**config.mk**
```make
export PLATFORM = sky130hd
export DESIGN_NAME = button_edge_autorepeat
export DESIGN_NICKNAME = d
export VERILOG_FILES = /design/src/bea_pkg.sv /design/src/bea_lane.sv /design/src/button_edge_autorepeat.sv
export SDC_FILE = /design/constraint.sdc
export NUM_CORES = 2
export LEC_CHECK = 0
export BUFFER_PORTS_ARGS = -buffer_cell sky130_fd_sc_hd__buf_2
export CAP_MARGIN = 5
export CORE_UTILIZATION = 45
export CTS_CLUSTER_DIAMETER = 50
export CTS_CLUSTER_SIZE = 25
export DETAILED_ROUTE_END_ITERATION = 10
export PLACE_DENSITY_LB_ADDON = 0.12
export SLEW_MARGIN = 30
export SYNTH_ARGS = -nofsm -noshare
export SYNTH_HDL_FRONTEND = slang
export SYNTH_SLANG_ARGS = --single-unit
export TNS_END_PERCENT = 10
```
**constraint.sdc**
```tcl
create_clock -name clk_i -period 6.8 [get_ports clk_i]
set_input_delay 1.36 -clock clk_i [delete_from_list [all_inputs] [get_ports clk_i]]
set_output_delay 1.36 -clock clk_i [all_outputs]
set_load 0.02 [all_outputs]
```
**src/bea_pkg.sv**
```systemverilog
// Package with shared constants, register indexes and payload types of the button block.
package bea_pkg;

  // Number of button lanes; lanes at or above sixteen do not exist.
  localparam int Buttons = 16;
  localparam int NumLanes = (Buttons > 16) ? 16 : Buttons;
  localparam logic [15:0] LaneMask =
    (NumLanes >= 16) ? 16'hFFFF : 16'((32'd1 << NumLanes) - 32'd1);

  localparam int TimerW = 16;
  localparam int FrameW = 10;
  localparam int CfgIdxW = 2;

  // Configuration register indexes.
  localparam logic [CfgIdxW-1:0] RegButtonEnable = 2'd0;
  localparam logic [CfgIdxW-1:0] RegFirstDelay   = 2'd1;
  localparam logic [CfgIdxW-1:0] RegRepeatStep   = 2'd2;

  // Register reset values.
  localparam logic [15:0] ButtonEnableRst = 16'hFFFF;
  localparam logic [15:0] FirstDelayRst   = 16'd500;
  localparam logic [15:0] RepeatStepRst   = 16'd50;

  typedef struct packed {
    logic [15:0]       buttons;
    logic [FrameW-1:0] frame_ms;
  } in_word_t;

  typedef struct packed {
    logic [15:0] held;
    logic [15:0] press_edge;
    logic [15:0] release_edge;
    logic [15:0] fire;
  } out_word_t;

  // Timing settings that every lane sees.
  typedef struct packed {
    logic [TimerW-1:0] first_delay;
    logic [TimerW-1:0] repeat_step;
  } timing_cfg_t;

endpackage

```
**src/bea_lane.sv**
```systemverilog
// One button lane: hold timer register with repeat detection.
module bea_lane (
  input  logic                        clk_i,
  input  logic                        advance_i,
  input  logic                        level_i,
  input  logic                        press_i,
  input  logic [bea_pkg::FrameW-1:0]  frame_ms_i,
  input  bea_pkg::timing_cfg_t        cfg_i,
  output logic                        fire_o
);

  logic [bea_pkg::TimerW-1:0] timer_q, timer_d;
  logic [bea_pkg::TimerW:0]   sum;
  logic [bea_pkg::TimerW-1:0] grown;
  logic [bea_pkg::TimerW-1:0] stepped;
  logic                       repeat_hit;

  // Grow the timer by the frame time, saturating at its maximum.
  always_comb begin
    sum = {1'b0, timer_q} + (bea_pkg::TimerW+1)'(frame_ms_i);
    grown = sum[bea_pkg::TimerW] ? {bea_pkg::TimerW{1'b1}} : sum[bea_pkg::TimerW-1:0];
    repeat_hit = (grown >= cfg_i.first_delay);
    stepped = (grown >= cfg_i.repeat_step) ? (grown - cfg_i.repeat_step) : '0;
  end

  // A press clears the timer; a repeat takes the step off it.
  always_comb begin
    if (press_i) begin
      timer_d = '0;
    end else if (repeat_hit) begin
      timer_d = stepped;
    end else begin
      timer_d = grown;
    end
  end

  assign fire_o = level_i & (press_i | repeat_hit);

  // The timer is written only while the button is held.
  always_ff @(posedge clk_i) begin
    if (advance_i && level_i) begin
      timer_q <= timer_d;
    end
  end

endmodule

```
**src/button_edge_autorepeat.sv**
```systemverilog
// Top level of the button edge detector with auto-repeat.
// A frame is held in the frame register and its result word in the result register;
// either can stall while out_ready_i is low.
// Throughput: one frame per cycle while the result word is taken without stall; the
// sixteen lane adders and compares sit between the frame register and the result register.
// Reset: configuration registers return to defaults, all buttons count as released, no word
// is pending; hold timers are written at each button's first press.
module button_edge_autorepeat (
  input  logic                          clk_i,
  input  logic                          rst_ni,
  input  logic                          cfg_we_i,
  input  logic [bea_pkg::CfgIdxW-1:0]   cfg_index_i,
  input  logic [15:0]                   cfg_data_i,
  input  logic                          in_valid_i,
  output logic                          in_ready_o,
  input  bea_pkg::in_word_t             in_data_i,
  output logic                          out_valid_o,
  input  logic                          out_ready_i,
  output bea_pkg::out_word_t            out_data_o
);

  logic [15:0] button_enable_q;
  bea_pkg::timing_cfg_t cfg_q;

  logic              s1_valid_q;
  bea_pkg::in_word_t s1_q;
  logic              out_valid_q;
  bea_pkg::out_word_t out_q, out_d;
  logic [15:0]       prev_q;

  logic        advance;
  logic [15:0] tracked, levels, press, release_m, fire;
  logic [bea_pkg::NumLanes-1:0] fire_lanes;

  // Configuration registers.
  always_ff @(posedge clk_i or negedge rst_ni) begin
    if (!rst_ni) begin
      button_enable_q   <= bea_pkg::ButtonEnableRst;
      cfg_q.first_delay <= bea_pkg::FirstDelayRst;
      cfg_q.repeat_step <= bea_pkg::RepeatStepRst;
    end else if (cfg_we_i) begin
      case (cfg_index_i)
        bea_pkg::RegButtonEnable: button_enable_q   <= cfg_data_i;
        bea_pkg::RegFirstDelay:   cfg_q.first_delay <= cfg_data_i;
        bea_pkg::RegRepeatStep:   cfg_q.repeat_step <= cfg_data_i;
        default: ;
      endcase
    end
  end

  // Handshake: the frame register moves on when the result register is free.
  assign advance    = s1_valid_q && (!out_valid_q || out_ready_i);
  assign in_ready_o = !s1_valid_q || advance;

  // Edge masks of the frame in the frame register.
  always_comb begin
    tracked   = button_enable_q & bea_pkg::LaneMask;
    levels    = s1_q.buttons & tracked;
    press     = levels & ~prev_q;
    release_m = prev_q & ~levels & tracked;
  end

  // Per-button timer lanes.
  always_comb begin
    fire = '0;
    fire[bea_pkg::NumLanes-1:0] = fire_lanes;
  end

  for (genvar g = 0; g < bea_pkg::NumLanes; g++) begin : g_lane
    bea_lane u_lane (
      .clk_i      (clk_i),
      .advance_i  (advance),
      .level_i    (levels[g]),
      .press_i    (press[g]),
      .frame_ms_i (s1_q.frame_ms),
      .cfg_i      (cfg_q),
      .fire_o     (fire_lanes[g])
    );
  end

  always_comb begin
    out_d.held         = levels;
    out_d.press_edge   = press;
    out_d.release_edge = release_m;
    out_d.fire         = fire;
  end

  // Control state of both stages and the previous levels.
  always_ff @(posedge clk_i or negedge rst_ni) begin
    if (!rst_ni) begin
      s1_valid_q  <= 1'b0;
      out_valid_q <= 1'b0;
      prev_q      <= '0;
    end else begin
      if (in_ready_o) begin
        s1_valid_q <= in_valid_i;
      end
      if (advance) begin
        out_valid_q <= 1'b1;
        prev_q      <= levels;
      end else if (out_ready_i) begin
        out_valid_q <= 1'b0;
      end
    end
  end

  // Payload registers.
  always_ff @(posedge clk_i) begin
    if (in_valid_i && in_ready_o) begin
      s1_q <= in_data_i;
    end
    if (advance) begin
      out_q <= out_d;
    end
  end

  assign out_valid_o = out_valid_q;
  assign out_data_o  = out_q;

endmodule

```
==> impl_metrics.json <==
{
  "violations": "design-rule violations",
  "coreArea_mm2": 0.0969,
  "die_h_um": 315,
  "grt_usage_pct": 29.0,
  "finalHoldViolations": 0,
  "syn_inst": 4932,
  "leakagePower_nw": 21.1,
  "vias": 39400,
  "grt_pass1_vias": 37200,
  "multi_input_area_mm2": 0.0311,
  "die_w_um": 315,
  "critPathKind": "reg -> reg",
  "clock-root-buffer": "clkbuf_16",
  "grt_pass1_wl_um": 220000,
  "cts_resized": 0,
  "synth_seq_area_share_pct": 27.4,
  "hold_depth": 1,
  "clock-sinks": 412,
  "r2r_start": "s1_q[0]",
  "yosysWarnings": 0,
  "floorplan.initialDensity_pct": 45.5,
  "worst_pin_slew_ns": 1.07,
  "fin_tns_setup_ns": 0,
  "synth.distinct_cells": 103,
  "period_needed_ns": 6.04,
  "drv_cap": 0,
  "path_clk_slew_ns": 0.06,
  "dieArea_mm2": 0.0993,
  "layout-drive-gt1-share_pct": 10.7,
  "hold_class": "reg -> reg",
  "ctsHoldBuffers": 0,
  "cts_buffer_depth": 3,
  "r2r_end": "g_lane[1].u_lane.timer_q[3]",
  "cpMaxStageDelayCell": "a21oi_1",
  "synth-seq-cells": 412,
  "clock_latency_ns": 0.66,
  "r2r_cells": 19,
  "crit_fanout": 12,
  "relSlewSlack_pct": 28.6,
  "outcome": "finished with violations",
  "gr-total-overflow": 0,
  "reg2reg_slack_ns": 0.76,
  "gp_congestion": 0.912,
  "fmax_mhz": 166,
  "drc": 10,
  "ys.flop_type": "edfxtp_1",
  "final_cells": 6467,
  "critPathLaunchType": "flip-flop",
  "fill_cells": 9019,
  "power_density_mw_per_mm2": 339,
  "routedWlPerCell_um": 22.6,
  "async_flop_share_pct": 16.0,
  "synth_edf_count": 346,
  "layout.nets": 5879,
  "min_period_over_period_pct": 88.8,
  "layout_common_cells": "ha_1, nor2_1, a21oi_1, nand2_1, edfxtp_1",
  "seqCellArea_mm2": 0.0121,
  "viasPerCell": 6.09,
  "final_common_cell": "ha_1",
  "worst_ir_drop_vdd_v": 0.000212,
  "firstDrtPassIters": 9,
  "grt_max_degree": 57,
  "htreeDepth": 3,
  "max_stage_delay_ns": 0.73,
  "slew_viol_final": 0,
  "setup_viol": 0,
  "rsz0062_at_grt": "no",
  "cp-end-kind": "flip-flop",
  "crit_path_cell_trace": "buf_4 > ha_1 > fa_1 > a21o_1 > a21oi_1 > o21ai_1 > a2111oi_2 > nor3_1 > nand3_1 > nand2_1 > ha_1 > nor2b_1 > o31a_1 > o31a_1 > o31a_1 > o21ai_1 > a21oi_1 > or4b_1 > a21oi_1",
  "avgSynthCellArea_um2": 8.94,
  "hp-start": "cfg_q[17]",
  "hold_end": "cfg_q[17]",
  "dp_hpwl_um": 105000,
  "routed_wl_um": 146000,
  "io_buffer_count": 114,
  "cp-startpoint": "s1_q[0]",
  "cts_tree": "done",
  "placementRows": 114,
  "cts_setup_buffers": 0,
  "synthesis.area_mm2": 0.0441,
  "antenna_found_initial": 6,
  "crit_arrival_ns": 6.53,
  "drt_iter0_drc": 3177,
  "ios": 115,
  "cp.required_ns": 7.29,
  "finClkSkew_ns": 0.0342,
  "cts_inserted_buffers": 78,
  "syn-num-nets": 5685,
  "area_growth_pct": 11.9,
  "dp.cells": 6321,
  "ant_nets": 0
}
synth_stat cells, types with 26 or more instances:
cell       instances  area (µm²)
xnor2_1          200        1750
and3_1            58         363
nand2b_1         117         732
o21ai_1           50         250
a21o_1           162        1220
inv_1            158         593
nand3_1          133         666
fa_1              32         641
o21ai_0          225        1130
a211o_1           36         315
o21a_1            98         736
a211oi_1          46         345
nor3_1           110         551
nand4_1           51         319
a22oi_1           72         541
edfxtp_1         346       10400
and4_1            26         228
nor2_1           437        1640
o21bai_1          31         233
nor2b_1           80         500
o211ai_1          53         398
a31oi_1           47         294
o2bb2ai_1         45         394
xor2_1           106         928
mux2_2            78         878
a21oi_1          423        2120
clkbuf_1          72         270
ha_1             672        8410
dfrtp_1           41        1030
nand2_1          424        1590
or3_1             36         225
flip-flops by register name (all words and copies together), names as in the netlist:
name and cells:
button_enable_q 16, cfg_q 32, g_lane.u_lane.timer_q 256, out_data_o 64, out_valid_o 1, prev_q 16, s1_q 26, s1_valid_q 1
layout make-up:
class                           instances  share of cell area [%]
Multi-Input combinational cell       4269                    63.0
Inverter                              158                    1.21
Antenna cell                            1                 0.00507
Timing Repair Buffer                  207                    2.64
Clock inverter                         54                    1.34
Sequential cell                       412                    24.5
Tap cell                             1276                    3.23
Clock buffer                           90                    4.11
through the flow:
step | power, mW | worst slack (ns) | hold slack, ns | instance area, µm² | util (%)
after detailed placement | 12.6 | 0.863 | 0.492 | 46600 | 48.2
after CTS | 16.7 | 0.832 | 0.506 | 49300 | 50.9
after global placement | 12.6 | 1.06 | 0.486 | 46600 | 48.2
after floorplan | 10.3 | 1.48 | 0.457 | 44100 | -
after global routing | 18.0 | 0.378 | 0.518 | 49400 | 51.0
final | 16.8 | 0.758 | 0.502 | 49400 | 51.0
worst max path at each step:
stage / end / slack (ns) / depth (start not counted)
6_report: g_lane[1].u_lane.timer_q[3] / 0.76 / 19
5_1_grt: g_lane[1].u_lane.timer_q[3] / 0.38 / 19
4_1_cts: g_lane[1].u_lane.timer_q[3] / 0.83 / 19
3_5_place_dp: g_lane[1].u_lane.timer_q[3] / 0.86 / 19
3_3_place_gp: g_lane[1].u_lane.timer_q[3] / 1.06 / 19
2_1_floorplan: g_lane[1].u_lane.timer_q[4] / 1.48 / 19
power by group:
| group | switching, mW | internal (mW) |
|---|---|---|
| Clock | 1.55 | 2.41 |
| Sequential | 0.194 | 3.23 |
| Combinational | 5.64 | 3.74 |
metal layers:
metal / wire length (µm) / up-vias / global-route usage (%) / share of wire, %
met2: 63900 / 1129 / 45.4 / 44
met1: 68700 / 18900 / 41.0 / 47
met5: 27 / - / 0 / 0.018
met4: 4640 / 4 / 10.1 / 3.2
met3: 8740 / 220 / 3.78 / 6.0
li1: - / 19200 / - / -
worst max-delay path, delay by kind of cell (launching register included):
kind            cells  cell delay [ns]
compound gates     10             2.54
fa+ha+maj           3             1.05
buf+inv             1             0.30
flops               1             0.57
simple gates        5             1.38
cells by family (layout without fill, tap and decap cells):
family / Yosys count / after routing / synth area share, %
simple gates: 1616 / 1616 / 17.8
compound gates: 1546 / 1546 / 23.6
fa+ha+maj: 704 / 704 / 20.5
flops: 412 / 412 / 27.4
xor+xnor: 306 / 306 / 6.08
buf+inv: 251 / 509 / 2.20
mux: 97 / 97 / 2.45
other cells: 0 / 1 / 0
Power figures use the tool's default switching activity.
